--- src/design/cdll_pkg.sv ---
package cdll_pkg;

  localparam int CAPACITY_DEF   = 64;
  localparam int DATA_WIDTH_DEF = 32;

  typedef logic [2:0] req_type_t;
  typedef logic [1:0] status_t;

  // Request kinds.
  localparam req_type_t REQ_INS_FRONT = 3'd0;
  localparam req_type_t REQ_INS_BACK  = 3'd1;
  localparam req_type_t REQ_DEL_FRONT = 3'd2;
  localparam req_type_t REQ_DEL_BACK  = 3'd3;
  localparam req_type_t REQ_INS_AT    = 3'd4;
  localparam req_type_t REQ_DEL_AT    = 3'd5;

  // Result status codes.
  localparam status_t STS_OK     = 2'd0;
  localparam status_t STS_BADPOS = 2'd1;
  localparam status_t STS_EMPTY  = 2'd2;
  localparam status_t STS_FULL   = 2'd3;

  // Commands from the controller to the datapath.
  typedef struct packed {
    logic accept;
    logic walk_start;
    logic walk_step;
    logic ins_rd;
    logic ins_cap;
    logic ins_wr1;
    logic ins_wr2;
    logic del_rd;
    logic del_cap;
    logic del_wr;
    logic load_out;
  } cmd_t;

  // Status from the datapath to the controller.
  typedef struct packed {
    logic chk_err;
    logic op_ins;
    logic steps_zero;
    logic walk_last;
    logic out_free;
  } sts_t;

endpackage

--- src/design/cdll_ctrl.sv ---
module cdll_ctrl (
  input  logic           clk,
  input  logic           rst_n,
  input  logic           in_valid,
  output logic           in_ready,
  input  cdll_pkg::sts_t sts,
  output cdll_pkg::cmd_t cmd
);
  import cdll_pkg::*;

  localparam logic [3:0] ST_IDLE   = 4'd0;
  localparam logic [3:0] ST_WSTART = 4'd1;
  localparam logic [3:0] ST_WALK   = 4'd2;
  localparam logic [3:0] ST_IRD    = 4'd3;
  localparam logic [3:0] ST_ICAP   = 4'd4;
  localparam logic [3:0] ST_IWR1   = 4'd5;
  localparam logic [3:0] ST_IWR2   = 4'd6;
  localparam logic [3:0] ST_DRD    = 4'd7;
  localparam logic [3:0] ST_DCAP   = 4'd8;
  localparam logic [3:0] ST_DWR    = 4'd9;
  localparam logic [3:0] ST_FIN    = 4'd10;

  logic [3:0] state_r;
  logic [3:0] state_nxt;

  always_comb begin
    state_nxt = state_r;
    cmd       = '0;
    in_ready  = 1'b0;
    unique case (state_r)
      ST_IDLE: begin
        in_ready = 1'b1;
        if (in_valid) begin
          cmd.accept = 1'b1;
          state_nxt  = sts.chk_err ? ST_FIN : ST_WSTART;
        end
      end
      ST_WSTART: begin
        if (sts.steps_zero) begin
          state_nxt = sts.op_ins ? ST_IRD : ST_DRD;
        end else begin
          cmd.walk_start = 1'b1;
          state_nxt      = ST_WALK;
        end
      end
      ST_WALK: begin
        cmd.walk_step = 1'b1;
        if (sts.walk_last) begin
          state_nxt = sts.op_ins ? ST_IRD : ST_DRD;
        end
      end
      ST_IRD: begin
        cmd.ins_rd = 1'b1;
        state_nxt  = ST_ICAP;
      end
      ST_ICAP: begin
        cmd.ins_cap = 1'b1;
        state_nxt   = ST_IWR1;
      end
      ST_IWR1: begin
        cmd.ins_wr1 = 1'b1;
        state_nxt   = ST_IWR2;
      end
      ST_IWR2: begin
        cmd.ins_wr2 = 1'b1;
        state_nxt   = ST_FIN;
      end
      ST_DRD: begin
        cmd.del_rd = 1'b1;
        state_nxt  = ST_DCAP;
      end
      ST_DCAP: begin
        cmd.del_cap = 1'b1;
        state_nxt   = ST_DWR;
      end
      ST_DWR: begin
        cmd.del_wr = 1'b1;
        state_nxt  = ST_FIN;
      end
      ST_FIN: begin
        if (sts.out_free) begin
          cmd.load_out = 1'b1;
          state_nxt    = ST_IDLE;
        end
      end
      default: begin
        state_nxt = ST_IDLE;
      end
    endcase
  end

  always_ff @(posedge clk) begin
    if (!rst_n) begin
      state_r <= ST_IDLE;
    end else begin
      state_r <= state_nxt;
    end
  end

`ifndef SYNTHESIS
  // A rejected request skips all list work and goes straight to the result.
  a_reject_to_fin: assert property (@(posedge clk) disable iff (!rst_n)
    cmd.accept && sts.chk_err |=> state_r == ST_FIN)
    else $error("rejected request did not go to the result state");
`endif

endmodule

--- src/design/cdll_dp.sv ---
module cdll_dp #(
  parameter int CAPACITY   = cdll_pkg::CAPACITY_DEF,
  parameter int DATA_WIDTH = cdll_pkg::DATA_WIDTH_DEF
) (
  input  logic                               clk,
  input  logic                               rst_n,
  input  cdll_pkg::cmd_t                     cmd,
  output cdll_pkg::sts_t                     sts,
  input  cdll_pkg::req_type_t                in_req_type,
  input  logic signed [DATA_WIDTH-1:0]       in_value,
  input  logic [$clog2(CAPACITY+1)-1:0]      in_position,
  input  logic                               out_ready,
  output logic                               out_valid,
  output cdll_pkg::status_t                  out_status,
  output logic [$clog2(CAPACITY+1)-1:0]      out_element_count,
  output logic signed [DATA_WIDTH-1:0]       out_first_value,
  output logic signed [DATA_WIDTH-1:0]       out_last_value
);
  import cdll_pkg::*;

  localparam int AW = $clog2(CAPACITY);
  localparam int CW = $clog2(CAPACITY + 1);

  // Node storage.
  logic [DATA_WIDTH-1:0] val_mem  [CAPACITY];
  logic [AW-1:0]         nxt_mem  [CAPACITY];
  logic [AW-1:0]         prv_mem  [CAPACITY];
  logic [AW-1:0]         free_mem [CAPACITY];

  logic [DATA_WIDTH-1:0] val_q;
  logic [AW-1:0]         nxt_q;
  logic [AW-1:0]         prv_q;
  logic [AW-1:0]         free_q;

  // List state.
  logic [AW-1:0]         head_r;
  logic [AW-1:0]         tail_r;
  logic [CW-1:0]         count_r;
  logic [CW-1:0]         hw_r;
  logic [DATA_WIDTH-1:0] head_val_r;
  logic [DATA_WIDTH-1:0] tail_val_r;

  // Captured request.
  status_t               st_r;
  logic                  ins_r;
  logic [DATA_WIDTH-1:0] val_r;
  logic                  at_head_r;
  logic                  at_tail_r;
  logic                  cnt0_r;
  logic                  fresh_r;
  logic [CW-1:0]         rem_r;
  logic [AW-1:0]         cur_r;
  logic [AW-1:0]         a_r;
  logic [AW-1:0]         b_r;
  logic [AW-1:0]         n_r;

  // Result register.
  logic                  out_valid_r;
  status_t               out_status_r;
  logic [CW-1:0]         out_count_r;
  logic [DATA_WIDTH-1:0] out_first_r;
  logic [DATA_WIDTH-1:0] out_last_r;

  // Request check.
  logic          full_c;
  logic          cnt0_c;
  logic [CW:0]   cnt_x;
  logic [CW:0]   cnt_p1;
  logic [CW:0]   pos_x;
  logic [CW:0]   p_sel;
  logic [CW:0]   steps_c;
  status_t       chk_st;
  logic          chk_ins;
  logic          at_head_c;
  logic          at_tail_c;

  logic [CW-1:0] pop_full;
  logic [CW-1:0] push_full;
  logic [AW-1:0] pop_idx;
  logic [AW-1:0] push_idx;
  logic [AW-1:0] new_slot;

  always_comb begin
    cnt_x   = {1'b0, count_r};
    cnt_p1  = cnt_x + (CW+1)'(1);
    pos_x   = {1'b0, in_position};
    full_c  = (count_r == CW'(CAPACITY));
    cnt0_c  = (count_r == '0);
    chk_st  = STS_OK;
    chk_ins = 1'b0;
    p_sel   = (CW+1)'(1);
    unique case (in_req_type)
      REQ_INS_FRONT: begin
        chk_ins = 1'b1;
        if (full_c) chk_st = STS_FULL;
      end
      REQ_INS_BACK: begin
        chk_ins = 1'b1;
        p_sel   = cnt_p1;
        if (full_c) chk_st = STS_FULL;
      end
      REQ_DEL_FRONT: begin
        if (cnt0_c) chk_st = STS_EMPTY;
      end
      REQ_DEL_BACK: begin
        p_sel = cnt_x;
        if (cnt0_c) chk_st = STS_EMPTY;
      end
      REQ_INS_AT: begin
        chk_ins = 1'b1;
        p_sel   = pos_x;
        if (pos_x == '0 || pos_x > cnt_p1) begin
          chk_st = STS_BADPOS;
        end else if (full_c) begin
          chk_st = STS_FULL;
        end
      end
      REQ_DEL_AT: begin
        p_sel = pos_x;
        if (cnt0_c) begin
          chk_st = STS_EMPTY;
        end else if (pos_x == '0 || pos_x > cnt_x) begin
          chk_st = STS_BADPOS;
        end
      end
      default: begin
        chk_st = STS_BADPOS;
      end
    endcase
    at_head_c = (p_sel == (CW+1)'(1));
    at_tail_c = chk_ins ? (p_sel == cnt_p1) : (p_sel == cnt_x);
    // The walk starts at the tail: an insert needs the node before the new
    // one, a delete needs the node itself.
    if (at_tail_c) begin
      steps_c = '0;
    end else if (chk_ins) begin
      steps_c = p_sel - (CW+1)'(1);
    end else begin
      steps_c = p_sel;
    end
  end

  assign pop_full  = CW'(CAPACITY - 1) - count_r;
  assign push_full = CW'(CAPACITY) - count_r;
  assign pop_idx   = pop_full[AW-1:0];
  assign push_idx  = push_full[AW-1:0];
  // Stack entries past the high-water mark were never written; a fresh slot is its own stack index.
  assign new_slot  = fresh_r ? pop_idx : free_q;

  // Memory port selection.
  logic          nxt_we;
  logic [AW-1:0] nxt_waddr;
  logic [AW-1:0] nxt_wdata;
  logic          nxt_re;
  logic [AW-1:0] nxt_raddr;
  logic          prv_we;
  logic [AW-1:0] prv_waddr;
  logic [AW-1:0] prv_wdata;
  logic [AW-1:0] val_raddr;

  always_comb begin
    nxt_we    = cmd.ins_wr1 | cmd.ins_wr2 | cmd.del_wr;
    nxt_waddr = cmd.ins_wr2 ? n_r : a_r;
    nxt_wdata = cmd.ins_wr1 ? n_r : b_r;
    nxt_re    = cmd.walk_start | cmd.walk_step | cmd.ins_rd | cmd.del_rd;
    nxt_raddr = cmd.walk_step ? nxt_q : cur_r;
    prv_we    = cmd.ins_wr1 | cmd.ins_wr2 | cmd.del_wr;
    prv_waddr = cmd.ins_wr2 ? n_r : b_r;
    prv_wdata = cmd.ins_wr1 ? n_r : a_r;
    val_raddr = at_head_r ? nxt_q : prv_q;
  end

  always_ff @(posedge clk) begin
    if (nxt_we) nxt_mem[nxt_waddr] <= nxt_wdata;
    if (nxt_re) nxt_q <= nxt_mem[nxt_raddr];
  end

  always_ff @(posedge clk) begin
    if (prv_we) prv_mem[prv_waddr] <= prv_wdata;
    if (cmd.del_rd) prv_q <= prv_mem[cur_r];
  end

  always_ff @(posedge clk) begin
    if (cmd.ins_wr1) val_mem[n_r] <= val_r;
    if (cmd.del_cap) val_q <= val_mem[val_raddr];
  end

  always_ff @(posedge clk) begin
    if (cmd.del_wr) free_mem[push_idx] <= cur_r;
    if (cmd.ins_rd) free_q <= free_mem[pop_idx];
  end

  // Control state.
  always_ff @(posedge clk) begin
    if (!rst_n) begin
      head_r      <= '0;
      tail_r      <= '0;
      count_r     <= '0;
      hw_r        <= '0;
      out_valid_r <= 1'b0;
    end else begin
      if (cmd.ins_wr2) begin
        count_r <= count_r + CW'(1);
        if (fresh_r) hw_r <= hw_r + CW'(1);
        if (at_head_r) head_r <= n_r;
        if (at_tail_r) tail_r <= n_r;
      end
      if (cmd.del_wr) begin
        count_r <= count_r - CW'(1);
        if (at_head_r) head_r <= b_r;
        if (at_tail_r) tail_r <= a_r;
      end
      if (cmd.load_out) begin
        out_valid_r <= 1'b1;
      end else if (out_ready) begin
        out_valid_r <= 1'b0;
      end
    end
  end

  // Payload registers.
  always_ff @(posedge clk) begin
    if (cmd.accept) begin
      st_r      <= chk_st;
      ins_r     <= chk_ins;
      val_r     <= in_value;
      at_head_r <= at_head_c;
      at_tail_r <= at_tail_c;
      cnt0_r    <= cnt0_c;
      fresh_r   <= (count_r == hw_r);
      rem_r     <= steps_c[CW-1:0];
      cur_r     <= tail_r;
    end
    if (cmd.walk_step) begin
      if (rem_r == CW'(1)) begin
        cur_r <= nxt_q;
      end else begin
        rem_r <= rem_r - CW'(1);
      end
    end
    if (cmd.ins_cap) begin
      n_r <= new_slot;
      a_r <= cnt0_r ? new_slot : cur_r;
      b_r <= cnt0_r ? new_slot : nxt_q;
    end
    if (cmd.del_cap) begin
      a_r <= prv_q;
      b_r <= nxt_q;
    end
    if (cmd.ins_wr2) begin
      if (at_head_r) head_val_r <= val_r;
      if (at_tail_r) tail_val_r <= val_r;
    end
    if (cmd.del_wr) begin
      if (at_head_r) head_val_r <= val_q;
      if (at_tail_r) tail_val_r <= val_q;
    end
    if (cmd.load_out) begin
      out_status_r <= st_r;
      out_count_r  <= count_r;
      out_first_r  <= (count_r == '0) ? '0 : head_val_r;
      out_last_r   <= (count_r == '0) ? '0 : tail_val_r;
    end
  end

  always_comb begin
    sts.chk_err    = (chk_st != STS_OK);
    sts.op_ins     = ins_r;
    sts.steps_zero = (rem_r == '0);
    sts.walk_last  = (rem_r == CW'(1));
    sts.out_free   = !out_valid_r || out_ready;
  end

  assign out_valid         = out_valid_r;
  assign out_status        = out_status_r;
  assign out_element_count = out_count_r;
  assign out_first_value   = out_first_r;
  assign out_last_value    = out_last_r;

`ifndef SYNTHESIS
  a_count_cap: assert property (@(posedge clk) disable iff (!rst_n)
    count_r <= CW'(CAPACITY))
    else $error("element count above capacity");

  a_count_hw: assert property (@(posedge clk) disable iff (!rst_n)
    count_r <= hw_r)
    else $error("element count above slot high-water mark");

  a_count_hold: assert property (@(posedge clk) disable iff (!rst_n)
    !(cmd.ins_wr2 || cmd.del_wr) |=> $stable(count_r))
    else $error("element count changed outside a list update");
`endif

endmodule

--- src/design/circular_doubly_linked_list.sv ---
// Bounded circular doubly linked list of signed values with a request/result
// valid-ready interface. Each request inserts or deletes at the front, the
// back, or a 1-based position, and yields exactly one result with a status,
// the element count and the head and tail values (zero when empty). Requests
// are processed one at a time. A rejected request (bad position, empty or
// full) goes straight to the result; an accepted one walks s link steps when
// a walk is needed, then reads, captures and writes the links before its
// result is loaded into the output register. s is position-1 for an insert
// and position for a delete, and it is zero whenever the position is the
// tail. Inserts at the front or the back never walk; a delete at the front
// walks one step, from the tail to the head, unless the list holds a single
// element. The walk follows the next links from the tail through the link
// memory's single read port, one node per clock. The next request is taken
// at the edge after the result has been moved into the output register; a
// result that is not taken only holds off the following result.
module circular_doubly_linked_list #(
  parameter int CAPACITY   = cdll_pkg::CAPACITY_DEF,
  parameter int DATA_WIDTH = cdll_pkg::DATA_WIDTH_DEF
) (
  input  logic                          clk,
  input  logic                          rst_n,
  input  logic                          in_valid,
  output logic                          in_ready,
  input  cdll_pkg::req_type_t           in_req_type,
  input  logic signed [DATA_WIDTH-1:0]  in_value,
  input  logic [$clog2(CAPACITY+1)-1:0] in_position,
  output logic                          out_valid,
  input  logic                          out_ready,
  output cdll_pkg::status_t             out_status,
  output logic [$clog2(CAPACITY+1)-1:0] out_element_count,
  output logic signed [DATA_WIDTH-1:0]  out_first_value,
  output logic signed [DATA_WIDTH-1:0]  out_last_value
);
  import cdll_pkg::*;

  // Commands and status between the sequencer and the list datapath.
  cmd_t cmd;
  sts_t sts;

  // The controller sequences each request: check, walk, link update, result.
  cdll_ctrl u_ctrl (
    .clk      (clk),
    .rst_n    (rst_n),
    .in_valid (in_valid),
    .in_ready (in_ready),
    .sts      (sts),
    .cmd      (cmd)
  );

  // The datapath holds the node, link and free-slot memories, the list
  // pointers and the result register.
  cdll_dp #(
    .CAPACITY   (CAPACITY),
    .DATA_WIDTH (DATA_WIDTH)
  ) u_dp (
    .clk               (clk),
    .rst_n             (rst_n),
    .cmd               (cmd),
    .sts               (sts),
    .in_req_type       (in_req_type),
    .in_value          (in_value),
    .in_position       (in_position),
    .out_ready         (out_ready),
    .out_valid         (out_valid),
    .out_status        (out_status),
    .out_element_count (out_element_count),
    .out_first_value   (out_first_value),
    .out_last_value    (out_last_value)
  );

endmodule

--- config.mk ---
export PLATFORM = sky130hd
export DESIGN_NAME = circular_doubly_linked_list
export DESIGN_NICKNAME = d
export VERILOG_FILES = /design/src/design/cdll_pkg.sv /design/src/design/cdll_ctrl.sv /design/src/design/cdll_dp.sv /design/src/design/circular_doubly_linked_list.sv
export SDC_FILE = /design/constraint.sdc
export NUM_CORES = 2
export LEC_CHECK = 0
export BUFFER_PORTS_ARGS = -buffer_cell sky130_fd_sc_hd__buf_2
export CAP_MARGIN = 15
export CORE_MARGIN = 2
export CORE_UTILIZATION = 60
export CTS_CLUSTER_DIAMETER = 80
export DETAILED_ROUTE_END_ITERATION = 10
export GPL_ROUTABILITY_DRIVEN = 0
export PLACE_DENSITY = 0.75
export SLEW_MARGIN = 20
export SYNTH_ARGS = -nofsm -noshare
export SYNTH_HDL_FRONTEND = slang
export SYNTH_SLANG_ARGS = --single-unit
--- constraint.sdc ---
create_clock -name clk -period 7 [get_ports clk]
set_input_delay 0.7 -clock clk [delete_from_list [all_inputs] [get_ports clk]]
set_output_delay 0.7 -clock clk [all_outputs]
set_load 0.03 [all_outputs]
==> flow_metrics.tcl <==
set metrics [dict create \
    status "completed" \
    cts_made_buffers 352 \
    placed_area_sq_um 141300 \
    maxCapViolCount 0 \
    cts_tree "built" \
    synth_seq_cells 3482 \
    yosysWarnings 0 \
    root_buffer "clkbuf_16" \
    p_leak_nw 48.51 \
    io_buffers 120 \
    ys_top_cells_by_count "edfxtp_1, nand2_1, mux4_2" \
    dieArea_sq_um 231000 \
    start_kind "flop" \
    synthFlopType "edfxtp_1" \
    postLayoutCellArea_sq_um 152800 \
    grt_pass1_wl_microns 486000 \
    seqCellArea_sq_um 103900 \
    yosysTopAreaCell "edfxtp_1" \
    core-area_sq_um 225300 \
    cts.clk_slew.worst_paths_ns 0.06 \
    synth_edf_count 3412 \
    place_ws_ns 2.110 \
    initial_utilization 0.6050 \
    hpwl_microns 187400 \
    clockBufferDepth 4 \
    ys_seq_area_frac 0.7619 \
    routed_wl_microns 333600 \
    htreeDepth 5 \
    synth.most_common_cell "edfxtp_1" \
    tns_ns 0 \
    synth_cells 7104 \
    grt_pass1_vias 71370 \
    rsz0062_at_grt "false" \
    synthDistinctLibCells 76 \
    dieWidth_microns 480.7 \
    dr.pass1.iters 9 \
    wl_per_cell_microns 31.31 \
    vias 71130 \
    die_h_microns 480.7 \
    drc_errors 0 \
    antenna_left 0 \
    ys_top_cells_by_area "edfxtp_1, mux4_2, nand2_1" \
    numClockSinks 3482 \
    via_per_inst 6.676 \
    grt_usage 0.2908 \
    fin_crit_ns 4.893 \
    hold_violations 0 \
    setup_slack_ns 2.107 \
    syn-cell-area_sq_um 136300 \
    synth_top_area_frac 0.7516 \
    final_nets 7475 \
    worst_slew_pin_slew_ns 1.318 \
    setup_viol 0 \
    hp-class "in2reg" \
    crit_arrival_ns 5.55 \
    insertion_delay_ns 0.99 \
    skew_ns 0.08374 \
    relSlewSlack 0.1123 \
    synthArstFlopShare 0 \
    pwr_density_cell_nw_per_um2 365.0 \
    drtIter0Drc 10110 \
    crit_type "reg2reg" \
    drive_gt1_frac 0.2196 \
    timing.final.crit_share 0.6990 \
    drv_slew 0 \
    crit_path_end_kind "flop" \
    grt_max_degree 152 \
    multi_input_area_sq_um 31180 \
    num_rows 174 \
    max_clock_freq_mhz 204.4 \
    syn_avg_cell_area_sq_um 19.19 \
    vdd_drop_max_mv 0.4247 \
    antenna_found_initial 12 \
    fin_util 0.6782 \
    grt-ovfl-total 0 \
    fillers 13660 \
    crit_fanout 31 \
    required_ns 7.66 \
    ios 121 \
    syn2layout_area_growth_pct 12.10 \
    syn-num-nets 7177 \
]
==> cells in the final DEF, fill, tap and decap left out, drive strengths merged, types with 31 or more instances in the layout <==
cell	synthesis	layout
nand3	178	178
a211oi	55	55
buf	202	308
and2	73	73
clkbuf	193	430
nand2	865	865
nor2b	61	61
inv	33	42
dlygate4sd3	0	31
a22o	37	37
bufinv	0	38
mux2i	190	190
clkinv	2	127
edfxtp	3412	3412
a31oi	44	44
a32oi	64	64
nor2	339	339
nand4	48	48
a21oi	83	83
o21ai	139	139
dfxtp	70	70
mux4	764	764
==> through the flow <==
stage / total power [mW] / instances / hold WS (ns)
6_report: 55.78 / 10650 / 0.06877
3_5_place_dp: 37.59 / 10010 / 0.4199
3_3_place_gp: 37.31 / 10000 / 0.4019
5_1_grt: 57.37 / 10650 / 0.04055
2_1_floorplan: 33.13 / 7104 / 0.4003
4_1_cts: 55.86 / 10650 / 0.008664
==> power by group <==
group / leakage, nW / switching [mW] / total, mW / internal (mW)
clock network: 5.48 / 7.60 / 18.4 / 10.8
logic: 11.7 / 8.14 / 12.3 / 4.14
registers: 31.3 / 0.411 / 25.1 / 24.7
total: 48.5 / 16.2 / 55.8 / 39.6
==> area by class of cell <==
type,instances,area share
sequential,3482,0.6798
clock buffer,430,0.06091
antenna,2,0.00003275
inverter,35,0.0008679
clock inverter,182,0.01231
timing repair buffer,339,0.01751
tap,2992,0.02450
multi-input combinational,3192,0.2040
==> sequential cells by signal, indices dropped and copies added, names as in the netlist, 32 cells and up, named ones only <==
| register | cells |
|---|---|
| u_dp.nxt_mem | 384 |
| u_dp.head_val_r | 32 |
| u_dp.out_last_value | 32 |
| u_dp.val_q | 32 |
| u_dp.out_first_value | 32 |
| u_dp.val_mem | 2048 |
| u_dp.val_r | 32 |
| u_dp.prv_mem | 384 |
| u_dp.free_mem | 384 |
==> worst paths after layout <==
path | slack, ns | endpoint | cells after the start | from
max | 2.11 | u_dp.val_q[18]$_DFFE_PP_ | 8 | u_dp.at_head_r$_DFFE_PP_
min | 0.07 | u_dp.val_r[18]$_DFFE_PP_ | 1 | in_value[18]
max reg2reg | 2.11 | u_dp.val_q[18]$_DFFE_PP_ | 8 | u_dp.at_head_r$_DFFE_PP_
min reg2reg | 0.44 | u_dp.out_status[1]$_DFFE_PP_ | 0 | u_dp.st_r[1]$_DFFE_PP_
==> metal layers <==
layer	track usage	vias to the layer above	wire [microns]
met4	0.1276	12	16090
met2	0.4577	4519	159900
li1	-	29170	-
met1	0.3961	36700	120200
met3	0.06557	723	37190
met5	0	-	82
==> worst max-delay path, stage by stage, from the launching register on <==
cell	delay [ns]
edfxtp_1	0.89
mux2i_4	0.91
buf_4	0.44
buf_4	0.61
mux4_2	0.58
mux2i_1	0.14
nand2_1	0.07
a32oi_1	0.68
o221ai_1	0.28
==> logic make-up after synthesis <==
group	count (synthesis)	share of synthesized area
adders and majority gates	27	0.002533
and+or+nand+nor	1647	0.05228
xor gates and xnor gates	41	0.002634
buffers and inverters	430	0.01448
DFF	3482	0.7619
muxes	956	0.1404
AOI/OAI and AO/OA	521	0.02577
==> timing repair <==
item	CTS	global route
hold buffers	31	0
buffers inserted	0	0
resized for setup	0	0
endpoints found under the hold margin	31	0
Power figures use the tool's default switching activity.
